--- src/sv/mas_pkg.sv ---
`timescale 1ns / 1ps
package mas_pkg;

  localparam int ELEM_W     = 16;
  localparam int VALUE_W    = 35;
  localparam int IDX_W      = 3;
  localparam int DIM_W      = 4;
  localparam int ADDR_W     = 6;
  localparam int LOAD_W     = 8;
  localparam int CFG_IDX_W  = 3;
  localparam int CFG_DATA_W = 4;
  localparam int OP_W       = 2;
  localparam int JOB_Q_DEPTH = 2;

  // register indexes
  localparam logic [CFG_IDX_W-1:0] CFG_ROWS_A    = 3'd0;
  localparam logic [CFG_IDX_W-1:0] CFG_COLS_A    = 3'd1;
  localparam logic [CFG_IDX_W-1:0] CFG_ROWS_B    = 3'd2;
  localparam logic [CFG_IDX_W-1:0] CFG_COLS_B    = 3'd3;
  localparam logic [CFG_IDX_W-1:0] CFG_OPERATION = 3'd4;

  // operation codes
  localparam logic [OP_W-1:0] OP_ADD = 2'd0;
  localparam logic [OP_W-1:0] OP_SUB = 2'd1;
  localparam logic [OP_W-1:0] OP_MUL = 2'd2;

  // store write from the loader
  typedef struct packed {
    logic                     we_a;
    logic                     we_b;
    logic [ADDR_W-1:0]        addr;
    logic signed [ELEM_W-1:0] data;
  } mem_wr_t;

  // one classified run, as handed to the execution side
  typedef struct packed {
    logic             err;
    logic             mul;
    logic             sub;
    logic [IDX_W-1:0] rlim;
    logic [IDX_W-1:0] clim;
    logic [IDX_W-1:0] klim;
    logic [DIM_W-1:0] stride_a;
    logic [DIM_W-1:0] stride_b;
  } job_t;

endpackage

--- src/sv/mas_front.sv ---
`timescale 1ns / 1ps
module mas_front #(
  parameter int DIM = 8
) (
  input  logic                              clk,
  input  logic                              rst_n,
  input  logic                              in_accept,
  input  logic signed [mas_pkg::ELEM_W-1:0] in_element,
  input  logic                              cfg_we,
  input  logic [mas_pkg::CFG_IDX_W-1:0]     cfg_index,
  input  logic [mas_pkg::CFG_DATA_W-1:0]    cfg_data,
  output mas_pkg::mem_wr_t                  mem_wr,
  output logic                              push,
  output mas_pkg::job_t                     job
);
  import mas_pkg::*;

  localparam int DEPTH = DIM * DIM;
  localparam logic [DIM_W-1:0] DIM_V = DIM_W'(DIM);
  localparam logic [LOAD_W-1:0] DEPTH_V = LOAD_W'(DEPTH);

  function automatic logic [DIM_W-1:0] clamp_dim(input logic [DIM_W-1:0] v);
    logic [DIM_W-1:0] res;
    res = (v == '0) ? DIM_W'(1) : ((v > DIM_V) ? DIM_V : v);
    return res;
  endfunction

  function automatic logic [IDX_W-1:0] to_lim(input logic [DIM_W-1:0] v);
    logic [DIM_W-1:0] d;
    d = v - DIM_W'(1);
    return d[IDX_W-1:0];
  endfunction

  logic [DIM_W-1:0]  rows_a_r, cols_a_r, rows_b_r, cols_b_r;
  logic [OP_W-1:0]   operation_r;
  logic [LOAD_W-1:0] load_count_r, load_count_nxt;

  logic [DIM_W-1:0]  ra, ca, rb, cb;
  logic [LOAD_W-1:0] size_a, size_b, total, b_idx, lc_inc;
  logic              in_a, run_end;

  assign ra = clamp_dim(rows_a_r);
  assign ca = clamp_dim(cols_a_r);
  assign rb = clamp_dim(rows_b_r);
  assign cb = clamp_dim(cols_b_r);

  assign size_a  = {4'b0, ra} * {4'b0, ca};
  assign size_b  = {4'b0, rb} * {4'b0, cb};
  assign total   = size_a + size_b;
  assign in_a    = load_count_r < size_a;
  assign b_idx   = load_count_r - size_a;
  assign lc_inc  = load_count_r + LOAD_W'(1);
  assign run_end = lc_inc >= total;

  // elements past the end of the B store are dropped
  assign mem_wr.we_a = in_accept && in_a;
  assign mem_wr.we_b = in_accept && !in_a && (b_idx < DEPTH_V);
  assign mem_wr.addr = in_a ? load_count_r[ADDR_W-1:0] : b_idx[ADDR_W-1:0];
  assign mem_wr.data = in_element;

  assign push = in_accept && run_end;

  always_comb begin
    load_count_nxt = load_count_r;
    if (in_accept) begin
      load_count_nxt = run_end ? '0 : lc_inc;
    end
  end

  always_comb begin
    job.mul      = (operation_r == OP_MUL);
    job.sub      = (operation_r == OP_SUB);
    job.rlim     = to_lim(ra);
    job.clim     = (operation_r == OP_MUL) ? to_lim(cb) : to_lim(ca);
    job.klim     = (operation_r == OP_MUL) ? to_lim(ca) : '0;
    job.stride_a = ca;
    job.stride_b = cb;
    unique case (operation_r)
      OP_ADD, OP_SUB: begin
        job.err = (ra != rb) || (ca != cb);
      end
      OP_MUL: begin
        job.err = (ca != rb);
      end
      default: begin
        job.err = 1'b1;
      end
    endcase
  end

  always_ff @(posedge clk) begin
    if (!rst_n) begin
      rows_a_r     <= DIM_W'(1);
      cols_a_r     <= DIM_W'(1);
      rows_b_r     <= DIM_W'(1);
      cols_b_r     <= DIM_W'(1);
      operation_r  <= OP_ADD;
      load_count_r <= '0;
    end else begin
      load_count_r <= load_count_nxt;
      if (cfg_we) begin
        unique case (cfg_index)
          CFG_ROWS_A:    rows_a_r    <= cfg_data;
          CFG_COLS_A:    cols_a_r    <= cfg_data;
          CFG_ROWS_B:    rows_b_r    <= cfg_data;
          CFG_COLS_B:    cols_b_r    <= cfg_data;
          CFG_OPERATION: operation_r <= cfg_data[OP_W-1:0];
          default: begin
          end
        endcase
      end
    end
  end

endmodule

--- src/sv/mas_job_q.sv ---
`timescale 1ns / 1ps
module mas_job_q (
  input  logic          clk,
  input  logic          rst_n,
  input  logic          push,
  input  mas_pkg::job_t job_in,
  input  logic          pop,
  output mas_pkg::job_t job_out,
  output logic          q_valid
);
  import mas_pkg::*;

  localparam int PTR_W = $clog2(JOB_Q_DEPTH);

  job_t             q_mem [JOB_Q_DEPTH];
  logic [PTR_W-1:0] wr_ptr_r, rd_ptr_r;
  logic [PTR_W:0]   cnt_r, cnt_nxt;

  assign q_valid = (cnt_r != '0);
  assign job_out = q_mem[rd_ptr_r];

  always_comb begin
    cnt_nxt = cnt_r;
    if (push && !pop) begin
      cnt_nxt = cnt_r + (PTR_W+1)'(1);
    end else if (pop && !push) begin
      cnt_nxt = cnt_r - (PTR_W+1)'(1);
    end
  end

  always_ff @(posedge clk) begin
    if (push) begin
      q_mem[wr_ptr_r] <= job_in;
    end
  end

  always_ff @(posedge clk) begin
    if (!rst_n) begin
      wr_ptr_r <= '0;
      rd_ptr_r <= '0;
      cnt_r    <= '0;
    end else begin
      cnt_r <= cnt_nxt;
      if (push) begin
        wr_ptr_r <= wr_ptr_r + PTR_W'(1);
      end
      if (pop) begin
        rd_ptr_r <= rd_ptr_r + PTR_W'(1);
      end
    end
  end

  a_no_overflow: assert property (@(posedge clk) disable iff (!rst_n)
    push && !pop |-> cnt_r < (PTR_W+1)'(JOB_Q_DEPTH))
    else $error("job queue overflow");

  a_no_underflow: assert property (@(posedge clk) disable iff (!rst_n)
    pop |-> cnt_r != '0)
    else $error("job queue underflow");

endmodule

--- src/sv/mas_back.sv ---
`timescale 1ns / 1ps
module mas_back #(
  parameter int DIM = 8
) (
  input  logic                               clk,
  input  logic                               rst_n,
  input  mas_pkg::mem_wr_t                   mem_wr,
  input  mas_pkg::job_t                      job_in,
  input  logic                               job_valid,
  output logic                               pop,
  output logic                               busy,
  output logic                               out_valid,
  output logic signed [mas_pkg::VALUE_W-1:0] out_value,
  output logic [mas_pkg::IDX_W-1:0]          out_row,
  output logic [mas_pkg::IDX_W-1:0]          out_column,
  output logic                               out_error,
  output logic                               out_last
);
  import mas_pkg::*;

  localparam int DEPTH = DIM * DIM;
  localparam int AW    = $clog2(DEPTH);

  typedef enum logic [1:0] {
    ST_IDLE = 2'b01,
    ST_RUN  = 2'b10
  } state_t;

  typedef struct packed {
    logic             first;
    logic             lastk;
    logic             last;
    logic [IDX_W-1:0] row;
    logic [IDX_W-1:0] col;
  } tag_t;

  logic signed [ELEM_W-1:0] mem_a [DEPTH];
  logic signed [ELEM_W-1:0] mem_b [DEPTH];

  state_t           state_r, state_nxt;
  job_t             job_r;
  logic [IDX_W-1:0] r_r, c_r, k_r, r_nxt, c_nxt, k_nxt;

  logic                      s1_v_r, s2_v_r;
  tag_t                      s1_tag_r, s2_tag_r, tag_issue;
  logic signed [ELEM_W-1:0]  rd_a_r, rd_b_r;
  logic signed [VALUE_W-1:0] prod_r, acc_r, acc_nxt, prod_nxt;
  logic signed [VALUE_W-1:0] a_x, b_x;
  logic signed [31:0]        mprod;

  logic signed [VALUE_W-1:0] out_value_r;
  logic [IDX_W-1:0]          out_row_r, out_column_r;
  logic                      out_valid_r, out_error_r, out_last_r;

  logic       issue, k_end, c_end, r_end, emit_err, emit_res;
  logic [6:0] base_a, base_b, addr_a, addr_b;

  assign issue = (state_r == ST_RUN);
  assign busy  = issue || s1_v_r || s2_v_r;
  assign pop   = (state_r == ST_IDLE) && job_valid && !s1_v_r && !s2_v_r;

  assign k_end = (k_r == job_r.klim);
  assign c_end = (c_r == job_r.clim);
  assign r_end = (r_r == job_r.rlim);

  // flat row-major addresses
  assign base_a = {4'b0, r_r} * {3'b0, job_r.stride_a};
  assign base_b = {4'b0, k_r} * {3'b0, job_r.stride_b};
  assign addr_a = job_r.mul ? base_a + {4'b0, k_r} : base_a + {4'b0, c_r};
  assign addr_b = job_r.mul ? base_b + {4'b0, c_r} : addr_a;

  assign tag_issue.first = (k_r == '0);
  assign tag_issue.lastk = k_end;
  assign tag_issue.last  = r_end && c_end;
  assign tag_issue.row   = r_r;
  assign tag_issue.col   = c_r;

  always_comb begin
    state_nxt = state_r;
    r_nxt = r_r;
    c_nxt = c_r;
    k_nxt = k_r;
    unique case (state_r)
      ST_IDLE: begin
        if (pop) begin
          r_nxt = '0;
          c_nxt = '0;
          k_nxt = '0;
          state_nxt = job_in.err ? ST_IDLE : ST_RUN;
        end
      end
      ST_RUN: begin
        if (k_end) begin
          k_nxt = '0;
          if (c_end) begin
            c_nxt = '0;
            r_nxt = r_r + IDX_W'(1);
            if (r_end) begin
              state_nxt = ST_IDLE;
            end
          end else begin
            c_nxt = c_r + IDX_W'(1);
          end
        end else begin
          k_nxt = k_r + IDX_W'(1);
        end
      end
      default: begin
        state_nxt = ST_IDLE;
      end
    endcase
  end

  // operand stage: one product, sum or difference per cycle
  assign a_x   = VALUE_W'(rd_a_r);
  assign b_x   = VALUE_W'(rd_b_r);
  assign mprod = rd_a_r * rd_b_r;

  always_comb begin
    if (job_r.mul) begin
      prod_nxt = VALUE_W'(mprod);
    end else if (job_r.sub) begin
      prod_nxt = a_x - b_x;
    end else begin
      prod_nxt = a_x + b_x;
    end
  end

  assign acc_nxt  = s2_tag_r.first ? prod_r : acc_r + prod_r;
  assign emit_err = pop && job_in.err;
  assign emit_res = s2_v_r && s2_tag_r.lastk;

  always_ff @(posedge clk) begin
    if (mem_wr.we_a) begin
      mem_a[mem_wr.addr[AW-1:0]] <= mem_wr.data;
    end
    if (mem_wr.we_b) begin
      mem_b[mem_wr.addr[AW-1:0]] <= mem_wr.data;
    end
    if (issue) begin
      rd_a_r <= mem_a[addr_a[AW-1:0]];
      rd_b_r <= mem_b[addr_b[AW-1:0]];
    end
  end

  always_ff @(posedge clk) begin
    if (pop) begin
      job_r <= job_in;
    end
    if (issue) begin
      s1_tag_r <= tag_issue;
    end
    if (s1_v_r) begin
      prod_r   <= prod_nxt;
      s2_tag_r <= s1_tag_r;
    end
    if (s2_v_r) begin
      acc_r <= acc_nxt;
    end
    if (emit_err) begin
      out_value_r  <= '0;
      out_row_r    <= '0;
      out_column_r <= '0;
      out_error_r  <= 1'b1;
      out_last_r   <= 1'b1;
    end else if (emit_res) begin
      out_value_r  <= acc_nxt;
      out_row_r    <= s2_tag_r.row;
      out_column_r <= s2_tag_r.col;
      out_error_r  <= 1'b0;
      out_last_r   <= s2_tag_r.last;
    end
  end

  always_ff @(posedge clk) begin
    if (!rst_n) begin
      state_r     <= ST_IDLE;
      r_r         <= '0;
      c_r         <= '0;
      k_r         <= '0;
      s1_v_r      <= 1'b0;
      s2_v_r      <= 1'b0;
      out_valid_r <= 1'b0;
    end else begin
      state_r     <= state_nxt;
      r_r         <= r_nxt;
      c_r         <= c_nxt;
      k_r         <= k_nxt;
      s1_v_r      <= issue;
      s2_v_r      <= s1_v_r;
      out_valid_r <= emit_err || emit_res;
    end
  end

  assign out_valid  = out_valid_r;
  assign out_value  = out_value_r;
  assign out_row    = out_row_r;
  assign out_column = out_column_r;
  assign out_error  = out_error_r;
  assign out_last   = out_last_r;

  a_err_item: assert property (@(posedge clk) disable iff (!rst_n)
    out_valid_r && out_error_r |->
      out_last_r && out_value_r == '0 && out_row_r == '0 && out_column_r == '0)
    else $error("malformed error result");

  a_last_gap: assert property (@(posedge clk) disable iff (!rst_n)
    out_valid_r && out_last_r |=> !out_valid_r)
    else $error("result right after the last one");

  a_run_ok: assert property (@(posedge clk) disable iff (!rst_n)
    state_r == ST_RUN |-> !job_r.err)
    else $error("running a job flagged as error");

endmodule

--- src/sv/matrix_add_sub_multiply.sv ---
`timescale 1ns / 1ps
// integer matrix add / subtract / multiply
//
// request channel: start with in_element; a request is taken at a rising edge
// with start high and busy low. elements of A then B arrive row-major, one per
// cycle, shapes and operation as set through the cfg_ write port beforehand
// result channel: out_valid strobes for one cycle with out_value, out_row,
// out_column, out_error and out_last; the receiver cannot stall, every result
// is taken the cycle it appears
// after the last element of B a run goes through the job queue, the sequencer,
// the store read registers, the operand stage and the accumulate step into the
// output registers; an error run gives one result
// throughput: loading is one element a cycle while busy is low; the run then
// reads rows_a*cols_a element pairs (add, subtract) or rows_a*cols_b*cols_a
// (multiply) through the one multiply-accumulate unit and the single read
// port of each store.
// busy stays high from the last element until the result pipeline drains
// reset: shapes go to 1, operation to add, the load count to zero; the
// element stores are not cleared
module matrix_add_sub_multiply #(
  parameter int DIM = 8
) (
  input  logic                               clk,
  input  logic                               rst_n,
  // request channel
  input  logic                               start,
  output logic                               busy,
  input  logic signed [mas_pkg::ELEM_W-1:0]  in_element,
  // configuration
  input  logic                               cfg_we,
  input  logic [mas_pkg::CFG_IDX_W-1:0]      cfg_index,
  input  logic [mas_pkg::CFG_DATA_W-1:0]     cfg_data,
  // results
  output logic                               out_valid,
  output logic signed [mas_pkg::VALUE_W-1:0] out_value,
  output logic [mas_pkg::IDX_W-1:0]          out_row,
  output logic [mas_pkg::IDX_W-1:0]          out_column,
  output logic                               out_error,
  output logic                               out_last
);
  import mas_pkg::*;

  mem_wr_t mem_wr;
  job_t    job_push, job_head;
  logic    in_accept, push, pop, q_valid, back_busy;

  // no new element while a run is queued or being worked off, the stores
  // are shared between loader and execution
  assign busy      = q_valid || back_busy;
  assign in_accept = start && !busy;

  // loader: config registers, store addressing, shape check at end of run
  mas_front #(
    .DIM (DIM)
  ) u_front (
    .clk        (clk),
    .rst_n      (rst_n),
    .in_accept  (in_accept),
    .in_element (in_element),
    .cfg_we     (cfg_we),
    .cfg_index  (cfg_index),
    .cfg_data   (cfg_data),
    .mem_wr     (mem_wr),
    .push       (push),
    .job        (job_push)
  );

  // classified runs waiting for the execution side
  mas_job_q u_job_q (
    .clk     (clk),
    .rst_n   (rst_n),
    .push    (push),
    .job_in  (job_push),
    .pop     (pop),
    .job_out (job_head),
    .q_valid (q_valid)
  );

  // stores plus sequencer and multiply-accumulate pipeline
  mas_back #(
    .DIM (DIM)
  ) u_back (
    .clk        (clk),
    .rst_n      (rst_n),
    .mem_wr     (mem_wr),
    .job_in     (job_head),
    .job_valid  (q_valid),
    .pop        (pop),
    .busy       (back_busy),
    .out_valid  (out_valid),
    .out_value  (out_value),
    .out_row    (out_row),
    .out_column (out_column),
    .out_error  (out_error),
    .out_last   (out_last)
  );

endmodule
--- config.mk ---
export PLATFORM = sky130hd
export DESIGN_NAME = matrix_add_sub_multiply
export DESIGN_NICKNAME = d
export VERILOG_FILES = /design/src/sv/mas_pkg.sv /design/src/sv/mas_front.sv /design/src/sv/mas_job_q.sv /design/src/sv/mas_back.sv /design/src/sv/matrix_add_sub_multiply.sv
export SDC_FILE = /design/constraint.sdc
export NUM_CORES = 2
export LEC_CHECK = 0
export CAP_MARGIN = 20
export CELL_PAD_IN_SITES_DETAIL_PLACEMENT = 0
export CELL_PAD_IN_SITES_GLOBAL_PLACEMENT = 2
export CORE_MARGIN = 8
export CORE_UTILIZATION = 40
export CTS_CLUSTER_DIAMETER = 40
export DETAILED_ROUTE_END_ITERATION = 7
export DONT_BUFFER_PORTS = 1
export GPL_TIMING_DRIVEN = 1
export PLACE_DENSITY_LB_ADDON = 0.1
export RECOVER_POWER = 25
export SETUP_SLACK_MARGIN = 0.02
export SYNTH_ARGS = -nofsm -noshare
export SYNTH_HDL_FRONTEND = slang
export SYNTH_HIERARCHICAL = 1
export SYNTH_SLANG_ARGS = --single-unit
--- constraint.sdc ---
create_clock -name clk -period 8.16 [get_ports clk]
set_clock_uncertainty 0.05 [all_clocks]
set_input_delay 1.632 -clock clk [delete_from_list [all_inputs] [get_ports clk]]
set_output_delay 1.632 -clock clk [all_outputs]
set_load 0.005 [all_outputs]
==> results_dict.tcl <==
set metrics [dict create \
    reg2reg_to "u_back/mem_b[29][12]" \
    synth_area_sq_um 104000 \
    maxSlewViolCount 0 \
    synthCells 5868 \
    whs_ns 0.366 \
    postCtsHoldBufs 0 \
    drcViolationCount 0 \
    grt_pass1_vias 56300 \
    r2r_slack_ns 0.89 \
    setup_viol 0 \
    ys.flop_type "edfxtp_1" \
    cts_resized 0 \
    cts_root_buffer "clkbuf_16" \
    grt_start_max_net_pins 129 \
    endpoint_kind "flip-flop" \
    ys_types 90 \
    power_frac_comb 0.270 \
    dp_hpwl_mm 159 \
    cp_slowest_cell "o31ai_2" \
    period_share 0.891 \
    vias 53600 \
    fmax_mhz 138 \
    dr.pass1.iters 5 \
    drtIter0Drc 3958 \
    p_leak_nw 41.6 \
    utilization 0.469 \
    power.density_nw_per_um2 327 \
    syn-num-nets 6385 \
    hold_class "reg2reg" \
    worstRegToRegCells 20 \
    portBuffers 0 \
    ys_seq_area_frac 0.660 \
    async_flop_share 0 \
    grt.overflow.total 0 \
    critical_path_required_ns 8.67 \
    die_h_um 526 \
    p_int_mw 27.7 \
    die-area_sq_um 276000 \
    synthXorXnorAreaFrac 0.0119 \
    synth_compound_area_frac 0.0377 \
    post_cts_buffers 0 \
    viasPerCell 5.42 \
    ir_drop_uv 249 \
    hold_path_startpoint "u_back/s1_tag_r[7]" \
    ant_nets 0 \
    crit_path_end "u_back/mem_b[29][12]" \
    drive_gt1_frac 0.236 \
    grt_usage 0.190 \
    synth-seq-cells 2312 \
    slew_headroom 0.226 \
    finalNetCount 6692 \
    status "completed" \
    timing_hold_violations_final 0 \
    holdPathStages 0 \
    r2r-start "u_front/rows_a_r[2]" \
    maxCapViolCount 0 \
    worstSetupPathType "reg2reg" \
    wl_mm 266 \
    yosys_warnings 6 \
    period_needed_ns 7.27 \
    synth_edf_count 2224 \
    path_cells "nor2_1 -> o21ai_1 -> inv_1 -> nand2_1 -> fa_1 -> inv_1 -> fa_1 -> fa_1 -> a21o_1 -> a21oi_1 -> xor2_1 -> ha_1 -> nand2_1 -> o21ai_0 -> nand2_1 -> o31ai_2 -> nor2b_1 -> nand3_1 -> nor2_1 -> buf_4" \
    seqPwrFrac 0.341 \
    synthMuxAreaShare 0.140 \
    wl_per_cell_um 26.9 \
    tightest_slew_ns 1.15 \
    area_growth_syn_to_layout_pct 16.9 \
    clk_latency_ns 0.93 \
    switching_share 0.302 \
    synth_adder_area_share 0.0797 \
    path_clk_slew_ns 0.05 \
    num_rows 187 \
    synth_area_per_cell_sq_um 17.7 \
    numCtsBuffers 364 \
    cts_max_level 5 \
    p_switching_mw 12.0 \
    grt_pass1_wl_mm 391 \
    arrival_ns 7.77 \
    synthSimpleGateAreaFrac 0.0454 \
    pwr-share-clk 0.389 \
    cts_tree "done" \
    clock_sinks 2312 \
    die-width_um 526 \
    synth_top_family_by_area "multiplexers" \
    crit_path_start_kind "flip-flop" \
    fp.coreArea_sq_um 259000 \
    critPathMaxStageDelay_ns 0.88 \
    gp_congestion 0.742 \
    rsz0062_at_grt "false" \
    crit_path_max_fanout 13 \
    critPathLaunch "u_front/rows_a_r[2]" \
    clockBufferDepth 4 \
    grt_antenna_before_repair 7 \
    fin_tns_setup_ns 0 \
    io_pins 72 \
    initial_core_util 0.401 \
]
registers in the layout, summed over array words and instances, names as in the netlist, 16 cells and up, named ones only:
name,cells
u_back/job_r,19
u_back/prod_r,32
u_job_q/q_mem,40
u_back/acc_r,35
u_back/mem_a,1024
u_back/mem_b,1024
u_back/rd_a_r,16
u_back/out_value,35
u_back/rd_b_r,16
stage by stage:
| stage | setup WS [ns] | total power [mW] | area [sq um] | std cells |
|---|---|---|---|---|
| after floorplan | 1.42 | 21.2 | 104000 | 5868 |
| after global placement | 0.955 | 24.7 | 109000 | 9208 |
| after detailed placement | 0.910 | 24.7 | 109000 | 9209 |
| after CTS | 0.891 | 40.2 | 121000 | 9885 |
| after global routing | 0.408 | 41.5 | 121000 | 9889 |
| final | 0.893 | 39.7 | 121000 | 9893 |
worst min path at each step:
stage,to,slack [ns]
2_1_floorplan,u_back/s2_tag_r[0],0.35
3_3_place_gp,u_back/s2_tag_r[7],0.35
3_5_place_dp,u_back/s2_tag_r[6],0.35
4_1_cts,u_back/s2_tag_r[8],0.37
5_1_grt,u_back/s2_tag_r[6],0.38
6_report,u_back/s2_tag_r[7],0.37
metal layers:
layer	vias up	global-route usage	wire (um)
met3	334	0.0290	12400
met4	0	0.0450	5730
met2	1224	0.310	128000
li1	23400	-	-
met1	28600	0.269	119000
met5	-	0	0
critical path, delay by kind of cell (launching register included):
family                   cells  cell delay, ns
flip-flops                   1            0.44
AO/OA/AOI/OAI                5            1.92
AND/OR/NAND/NOR              7            2.04
buffers and inverters        3            0.46
XOR/XNOR                     1            0.41
adder cells (fa/ha/maj)      4            1.61
power groups by stage:
| stage | Combinational [mW] | Sequential, mW | Clock [mW] |
|---|---|---|---|
| finish | 10.7 | 13.5 | 15.4 |
| global route | 11.7 | 13.5 | 16.3 |
| CTS | 10.9 | 13.5 | 15.8 |
| detailed placement | 10.9 | 13.8 | 0 |
| global placement | 10.9 | 13.8 | 0 |
| floorplan | 7.51 | 13.7 | 0 |
placed cells by master (no fill, tap or decap), types with 15 or more instances in the layout:
master / synthesis / layout
clkinvlp_4: 0 / 55
buf_4: 28 / 223
inv_6: 0 / 45
nand3_1: 35 / 34
a21o_1: 40 / 40
xor2_1: 58 / 58
a211oi_1: 129 / 129
buf_12: 0 / 18
and2_1: 163 / 163
o21ai_0: 99 / 96
clkinv_2: 0 / 37
inv_1: 367 / 366
clkbuf_16: 0 / 372
mux2i_1: 106 / 105
nand2_1: 253 / 253
edfxtp_1: 2224 / 2224
clkinv_4: 0 / 32
ha_1: 204 / 203
nor2b_1: 106 / 105
fa_1: 286 / 285
dfxtp_1: 88 / 86
nor2_2: 0 / 15
nand2b_1: 26 / 26
o21a_1: 22 / 22
xnor2_1: 81 / 77
nor2_1: 237 / 222
bufinv_16: 0 / 38
mux2_2: 42 / 42
clkinv_1: 1 / 41
clkbuf_1: 195 / 37
a21oi_1: 160 / 159
nor3_1: 27 / 27
mux4_2: 576 / 576
a22o_1: 36 / 36
logic make-up (layout without fill, tap and decap cells):
kind of cell	count (synthesis)	in the layout
AO/OA/AOI/OAI	591	591
AND/OR/NAND/NOR	943	943
other	0	6
buffers and inverters	668	1285
XOR/XNOR	140	140
adder cells (fa/ha/maj)	490	490
multiplexers	724	724
flip-flops	2312	2312
synth_stat cells, types with 13 or more instances:
| cell | number | area share |
|---|---|---|
| o21ai_1 | 14 | 0.00067 |
| buf_1 | 28 | 0.0010 |
| and2_1 | 163 | 0.0098 |
| a22o_1 | 36 | 0.0030 |
| nand2_1 | 253 | 0.0091 |
| nor3_1 | 27 | 0.0013 |
| edfxtp_1 | 2224 | 0.64 |
| nor2_1 | 237 | 0.0086 |
| buf_4 | 28 | 0.0020 |
| a211oi_1 | 129 | 0.0093 |
| o21ai_0 | 99 | 0.0048 |
| o21a_1 | 22 | 0.0016 |
| xor2_1 | 58 | 0.0049 |
| clkbuf_1 | 195 | 0.0070 |
| nand3_1 | 35 | 0.0017 |
| o21bai_1 | 13 | 0.00094 |
| o31ai_1 | 13 | 0.00094 |
| and3_1 | 14 | 0.00084 |
| dfxtp_1 | 88 | 0.017 |
| mux4_2 | 576 | 0.12 |
| xnor2_1 | 81 | 0.0068 |
| mux2i_1 | 106 | 0.010 |
| nand2b_1 | 26 | 0.0016 |
| fa_1 | 286 | 0.055 |
| ha_1 | 204 | 0.025 |
| nor2b_1 | 106 | 0.0064 |
| a21o_1 | 40 | 0.0029 |
| inv_1 | 367 | 0.013 |
| mux2_2 | 42 | 0.0046 |
| a21oi_1 | 160 | 0.0077 |
| buf_2 | 49 | 0.0024 |
cell type report:
class                      count  area, sq um
clock inverter               267         2930
clock buffer                 409         9450
multi-input combinational   2888        32800
antenna                        6         15.0
timing repair buffer         241         2030
tap                         3402         4260
fill                       21900       138000
inverter                     368         1380
sequential                  2312        68500
Power figures use the tool's default switching activity.
